$ cat config.mk
export PLATFORM = sky130hd
export DESIGN_NAME = fbpa_div
export DESIGN_NICKNAME = d
export VERILOG_FILES = /design/src/rtl/fbpa_div.sv
export SDC_FILE = /design/constraint.sdc
export NUM_CORES = 1
export LEC_CHECK = 0
export BUFFER_PORTS_ARGS = -buffer_cell sky130_fd_sc_hd__buf_2
export CAP_MARGIN = 0
export CORE_ASPECT_RATIO = 0.75
export CORE_MARGIN = 1
export CORE_UTILIZATION = 30
export CTS_BUF_LIST = sky130_fd_sc_hd__clkbuf_8
export DETAILED_ROUTE_END_ITERATION = 8
export SYNTH_ARGS = -nofsm -noshare
export SYNTH_HDL_FRONTEND = slang
export SYNTH_SLANG_ARGS = --single-unit
$ cat constraint.sdc
create_clock -name i_clk -period 6.2 [get_ports i_clk]
set_input_delay 1.24 -clock i_clk [delete_from_list [all_inputs] [get_ports i_clk]]
set_output_delay 1.24 -clock i_clk [all_outputs]
set_load 0.01 [all_outputs]
$ cat src/rtl/fbpa_div.sv
// Restoring divider, one quotient bit per cycle, for the free-address check.
module fbpa_div #(
    parameter int DW = 32,
    parameter int VW = 18,
    parameter int QW = 10
) (
    input  logic          i_clk,
    input  logic          i_rst_n,
    input  logic          i_start,
    input  logic [DW-1:0] i_dividend,
    input  logic [VW-1:0] i_divisor,
    output logic          o_busy,
    output logic [QW-1:0] o_quotient,
    output logic          o_rem_zero
);

    localparam int CW = $clog2(QW + 1);

    logic [DW-1:0] r_rem;
    logic [DW-1:0] r_dsr;
    logic [QW-1:0] r_quo;
    logic [CW-1:0] r_cnt;
    logic          r_busy;
    logic          fits;

    assign fits = (r_rem >= r_dsr);

    always_ff @(posedge i_clk) begin
        if (!i_rst_n) begin
            r_busy <= 1'b0;
            r_cnt  <= '0;
        end else if (i_start) begin
            r_rem  <= i_dividend;
            r_dsr  <= DW'(i_divisor) << (QW - 1);
            r_quo  <= '0;
            r_cnt  <= CW'(QW);
            r_busy <= 1'b1;
        end else if (r_busy) begin
            if (fits) begin
                r_rem <= r_rem - r_dsr;
            end
            r_quo  <= (r_quo << 1) | QW'(fits);
            r_dsr  <= r_dsr >> 1;
            r_cnt  <= r_cnt - CW'(1);
            r_busy <= (r_cnt != CW'(1));
        end
    end

    assign o_busy     = r_busy;
    assign o_quotient = r_quo;
    assign o_rem_zero = (r_rem == '0);

endmodule
==> results of run 1 <==
## path summary, 6_finish.rpt
kind                               start                     end
setup reg to reg      r_rem[0]$_DFFE_PP_      r_rem[8]$_DFFE_PP_
setup / recovery     r_rem[23]$_DFFE_PP_              o_rem_zero
hold / removal    r_dsr[2]$_SDFFCE_PP0P_  r_dsr[1]$_SDFFCE_PP0P_
hold reg to reg   r_dsr[2]$_SDFFCE_PP0P_  r_dsr[1]$_SDFFCE_PP0P_
## worst max-delay path, stage by stage (launching register included)
cell and delay, ns:
edfxtp_1 0.41, nor4_1 0.54, nand4_1 0.15, nor4_1 0.36, and4_1 0.26, buf_2 0.13
## cell families after synthesis
kind of cell,share of synthesized area (%)
adders and majority gates,7.834
muxes,1.664
AOI/OAI and AO/OA,19.36
buffers and inverters,4.634
DFF,44.44
xor gates and xnor gates,4.480
and+or+nand+nor,17.59
## sequential cells by signal, indices dropped and copies added, names as in the netlist
signal	flops
r_dsr	27
o_quotient	10
r_rem	32
o_busy	1
r_cnt	4
## layout make-up
type / count / area (sq um)
clock inverter: 5 / 76.32
timing repair buffer: 67 / 345.3
multi-input combinational: 378 / 2507
tap: 210 / 262.8
sequential: 74 / 2172
clock buffer: 11 / 151.4
inverter: 36 / 135.1
fill: 1647 / 10310
## routing by layer
layer | up-vias | track usage (%)
li1 | 1969 | -
met1 | 1945 | 23.30
met2 | 125 | 23.58
met3 | 11 | 3.780
met4 | 0 | 3.401
met5 | - | 0
## cell usage after synthesis (8+ instances only)
library cell / number / share of area, %
xnor2_1: 15 / 2.7
nor2_1: 32 / 2.5
nor2b_1: 13 / 1.7
xor2_1: 10 / 1.8
clkbuf_1: 13 / 1.0
nor3_1: 8 / 0.82
o21ai_0: 50 / 5.1
nand3_1: 10 / 1.0
inv_1: 36 / 2.8
ha_1: 29 / 7.4
a21oi_1: 24 / 2.5
a21o_1: 12 / 1.8
nand2_1: 65 / 5.0
edfxtp_1: 69 / 42
## per-stage QoR
| step | power (mW) | hold slack (ns) | instance area, sq um |
|---|---|---|---|
| 2_1_floorplan | 0.9400 | 0.5024 | 4887 |
| 3_3_place_gp | 1.044 | 0.5261 | 5423 |
| 3_5_place_dp | 1.052 | 0.5536 | 5423 |
| 4_1_cts | 1.496 | 0.5664 | 5650 |
| 5_1_grt | 1.572 | 0.5844 | 5650 |
| 6_report | 1.487 | 0.5657 | 5650 |
## report_power, final
| part | total [mW] | internal (mW) | switching (mW) |
|---|---|---|---|
| registers | 0.629 | 0.602 | 0.0268 |
| logic | 0.418 | 0.169 | 0.250 |
| clock network | 0.439 | 0.248 | 0.192 |
==> results.ini, run 1 <==
[grt]
grt_pass1_wl_mm = 20.69
grt_max_degree = 64
grt_use_total_pct = 15.93
grt_overflow_total = 0
grt_pass1_vias = 4003
antenna_found_initial = 0

[detailed_routing]
wirelength_mm = 12.73
via_per_inst = 5.186
ant_nets = 0
drt_iter0_markers = 347
wl_met1_mm = 6.301
first_pass_iters = 6
highest_layer = met4
post_drt_wl_per_cell_um = 16.30
remaining_drc_errors = 0
wl_met2_mm = 5.457
met3_length_um = 840
vias = 4050

[placed_design]
place_ws_ns = 2.386
place_inst = 765
portBuffers = 64
place_congestion = 0.8918
hpwl_mm = 9.641

[clocking]
cts_root_buf = clkbuf_8
cts_tree = built
cts_buffers = 9
clockBufferDepth = 2
ctsResizeCount = 0
cts_setup_buffers = 0
cts.htree.levels = 3
clk_latency_ns = 0.36
clkTransAtPathRegs_ns = 0.08
hold_buffers = 0
cts_sinks = 74

[timing]
hold_viol_final = 0
setup_ws_ns = 2.745
fmax_mhz = 289.4
period_minus_slack_ns = 3.455
tightest_slew_ns = 0.7890
fin_setup_tns_ns = 0
grt_setup_unrepaired = false
setup_violations = 0
skew_ns = 0.01347
period_share_pct = 55.73
slew_viol_final = 0
max-slew-margin-rel_pct = 47.08

[power]
peakVddDrop_mv = 0.09489
power_density_nw_per_um2 = 263.1
p_leak_nw = 2.266

[floorplan]
ios = 65
die_height_um = 112.5
core_sq_um = 15970
die_x_um = 149.4
die-area_sq_um = 16810
rows = 40
start_util_pct = 30.61

[synthesis]
synth_edf_count = 69
avgSynthCellArea_sq_um = 9.583
syn_area_sq_um = 4887
seq_area_frac_synth_pct = 44.44
ys_ff_latch = 74
syn_nets = 593
synth-main-ff-cell = edfxtp_1
ys_warn_count = 0
synth_cell_types = 68
async_reset_ff_share_pct = 0
syn_inst = 510

[hold_path]
hold_path.class = reg -> reg
hold_depth = 2

[layout]
mostFrequentLayoutCell = edfxtp_1
drive_above_1_share_pct = 18.56
fin_util_pct = 35.39
antennaDiodeCount = 0
area_growth_pct = 15.62
fin_nets = 649
final_cells = 781
final_cell_mix = edfxtp_1, nand2_1, buf_2

[setup_path]
crit_type = reg -> out
end_kind = output port
rrSetupSlack_ns = 2.75
cp_max_fo = 2
arrival_ns = 2.22
required_ns = 4.96
r2r.worst_path.cells = 11
startpoint_type = flop

[status]
status = completed

[flow_run]
cap_violations = 0

No activity file was read; power rests on OpenSTA's default activity.
==> run 2, diff against run 1 <==
==> constraint.sdc (replaced) <==
create_clock -name i_clk -period 3 [get_ports i_clk]
set_input_delay 0.6 -clock i_clk [delete_from_list [all_inputs] [get_ports i_clk]]
set_output_delay 0.6 -clock i_clk [all_outputs]
set_load 0.01 [all_outputs]
==> run 2 against run 1 <==
Compared with the run above: wire length fell by 2.0%; critical path type is now reg -> reg; non-clock buffer count is 10 higher; sequential share of layout area shrank 0.50 points; combinational power up 110%.
==> results.ini, run 2 (synthesis gave the netlist of run 1 again) <==
[detailed_routing]
first_pass_iters = 5  ; was 6
wirelength_mm = 12.47  ; was 12.73 mm
post_drt_wl_per_cell_um = 15.74  ; was 16.30 um
via_per_inst = 5.051  ; was 5.186
drt_iter0_markers = 283  ; was 347
remaining_drc_errors = 0  ; unchanged
vias = 4000  ; was 4050
ant_nets = 0  ; unchanged

[clocking]
ctsResizeCount = 0  ; unchanged
cts_setup_buffers = 0  ; unchanged
clk_latency_ns = 0.37  ; was 0.36 ns
hold_buffers = 0  ; unchanged
clockBufferDepth = 2  ; unchanged
cts.htree.levels = 3  ; unchanged
cts_tree = built  ; unchanged
clkTransAtPathRegs_ns = 0.09  ; was 0.08 ns
cts_root_buf = clkbuf_8  ; unchanged
cts_sinks = 74  ; unchanged
cts_buffers = 9  ; unchanged

[layout]
mostFrequentLayoutCell = edfxtp_1  ; unchanged
final-seq-area_sq_um = 2172  ; unchanged
area_growth_pct = 17.15  ; was 15.62%
final_cell_mix = edfxtp_1, nand2_1, buf_2  ; unchanged
fin_area_sq_um = 5725  ; was 5650 sq um
largest_register_ffs = 32  ; unchanged
largest_register = r_rem  ; unchanged
drive_above_1_share_pct = 20.83  ; was 18.56%
multi_input_area_sq_um = 2525  ; was 2507 sq um
fin_nets = 659  ; was 649
fillers = 1653  ; was 1647

[power]
p_total_mw = 2.933  ; was 1.487 mW
pwr-share-comb_pct = 30.6  ; was 28.1%
netSwitchingFraction_pct = 34.26  ; was 31.50%
switchingPower_mw = 1.005  ; was 0.4683 mW
p_clk_share_pct = 25.2  ; was 29.5%
power_density_nw_per_um2 = 512.3  ; was 263.1 nW/um^2
p_leak_nw = 2.295  ; was 2.266 nW
seq_power_share_pct = 44.2  ; was 42.3%
peakVddDrop_mv = 0.2163  ; was 0.09489 mV
p_int_mw = 1.928  ; was 1.018 mW

[timing]
period_minus_slack_ns = 2.808
slew_viol_final = 0  ; unchanged
grt_setup_unrepaired = false  ; unchanged
setup_violations = 0  ; unchanged
fin_setup_tns_ns = 0  ; unchanged
skew_ns = 0.009025  ; was 0.01347 ns
max-slew-margin-rel_pct = 56.06  ; was 47.08%
fmax_mhz = 356.2
hold_viol_final = 0  ; unchanged
period_share_pct = 93.59
tightest_slew_ns = 0.6522  ; was 0.7890 ns

[setup_path]
arrival_ns = 2.88  ; was 2.22 ns
crit_type = reg -> reg  ; was reg -> out
cp_max_fo = 23  ; was 2
end_kind = flop  ; was output port
cpPeakStageDelay_ns = 0.44  ; was 0.54 ns
required_ns = 3.07  ; was 4.96 ns
startpoint_type = flop  ; unchanged
worst_path_max_delay_cell = ha_1  ; was nor4_1
crit_chain = ha_1 -> nand3_1 -> a21boi_0 -> a2bb2oi_1 -> a41o_1 -> o221ai_2 -> a41oi_4 -> buf_12  ; was nor4_1 -> nand4_1 -> nor4_1 -> and4_1 -> buf_2

[grt]
grt_overflow_total = 0  ; unchanged
grt_pass1_wl_mm = 20.24  ; was 20.69 mm
grt_pass1_vias = 3904  ; was 4003
grt_max_degree = 95  ; was 64
grt_use_total_pct = 15.68  ; was 15.93%
antenna_found_initial = 1  ; was 0

[placed_design]
place_congestion = 0.9130  ; was 0.8918
post_dp_cell_area_sq_um = 5523  ; was 5423 sq um
hpwl_mm = 9.589  ; was 9.641 mm
portBuffers = 64  ; unchanged

[floorplan]
die_height_um = 112.5  ; unchanged
ios = 65  ; unchanged
rows = 40  ; unchanged
core_sq_um = 15970  ; unchanged
die_x_um = 149.4  ; unchanged
start_util_pct = 30.61  ; unchanged
die-area_sq_um = 16810  ; unchanged

[flow_run]
cap_violations = 0  ; unchanged

[status]
status = completed  ; unchanged

[hold_path]
hold_path.class = in -> reg  ; was reg -> reg

==> run 2: final cells by class <==
type,count,area share (%)
Antenna cell,1,0.04371
Clock buffer,9,2.163
Clock inverter,7,1.027
Inverter,36,2.360
Multi-Input combinational cell,378,44.10
Sequential cell,74,37.94
Tap cell,210,4.589
Timing Repair Buffer,77,7.780
==> run 2: layer usage <==
layer	vias to the layer above	GRT usage [%]	part of all wire (%)
li1	2003	-	-
met1	1859	22.87	49
met2	126	23.06	43
met3	12	3.008	6.2
met4	0	5.034	1.1
met5	-	0	0
==> run 2: power groups by stage <==
stage | clock, mW | sequential (mW) | combinational [mW]
after global routing | 0.801 | 1.31 | 1.00
after global placement | 0 | 1.31 | 0.873
after CTS | 0.766 | 1.29 | 0.891
final | 0.740 | 1.30 | 0.898
after detailed placement | 0 | 1.32 | 0.885
after floorplan | 0 | 1.30 | 0.640
==> run 2: worst max-delay path, delay by kind of cell (launching register included) <==
family,cells,cell delay [ns]
AND/OR/NAND/NOR,1,0.20
adder cells (fa/ha/maj),1,0.44
flip-flops,1,0.40
buffers and inverters,1,0.22
AO/OA/AOI/OAI,5,1.23
==> run 2: stage by stage <==
step	utilization, %	cells	setup WS (ns)	hold slack (ns)
after floorplan	-	510	0.05021	0.5024
after global placement	34.59	775	0.1674	0.5243
after detailed placement	34.59	775	0.1150	0.5367
after CTS	35.74	791	0.07490	0.4960
after global routing	35.86	792	0.01381	0.5067
final	35.86	792	0.1924	0.5122
==> run 2: final timing paths <==
| kind | startpoint | to | slack (ns) | cells after the start |
|---|---|---|---|---|
| worst max-delay path | r_rem[18]$_DFFE_PP_ | r_rem[23]$_DFFE_PP_ | 0.19 | 8 |
| worst min-delay path | i_divisor[17] | r_dsr[26]$_SDFFCE_PN0P_ | 0.51 | 2 |
| worst min register to register | r_cnt[2]$_SDFFE_PP0P_ | o_busy$_SDFF_PN0_ | 0.55 | 2 |
| worst max register to register | r_rem[18]$_DFFE_PP_ | r_rem[23]$_DFFE_PP_ | 0.19 | 8 |
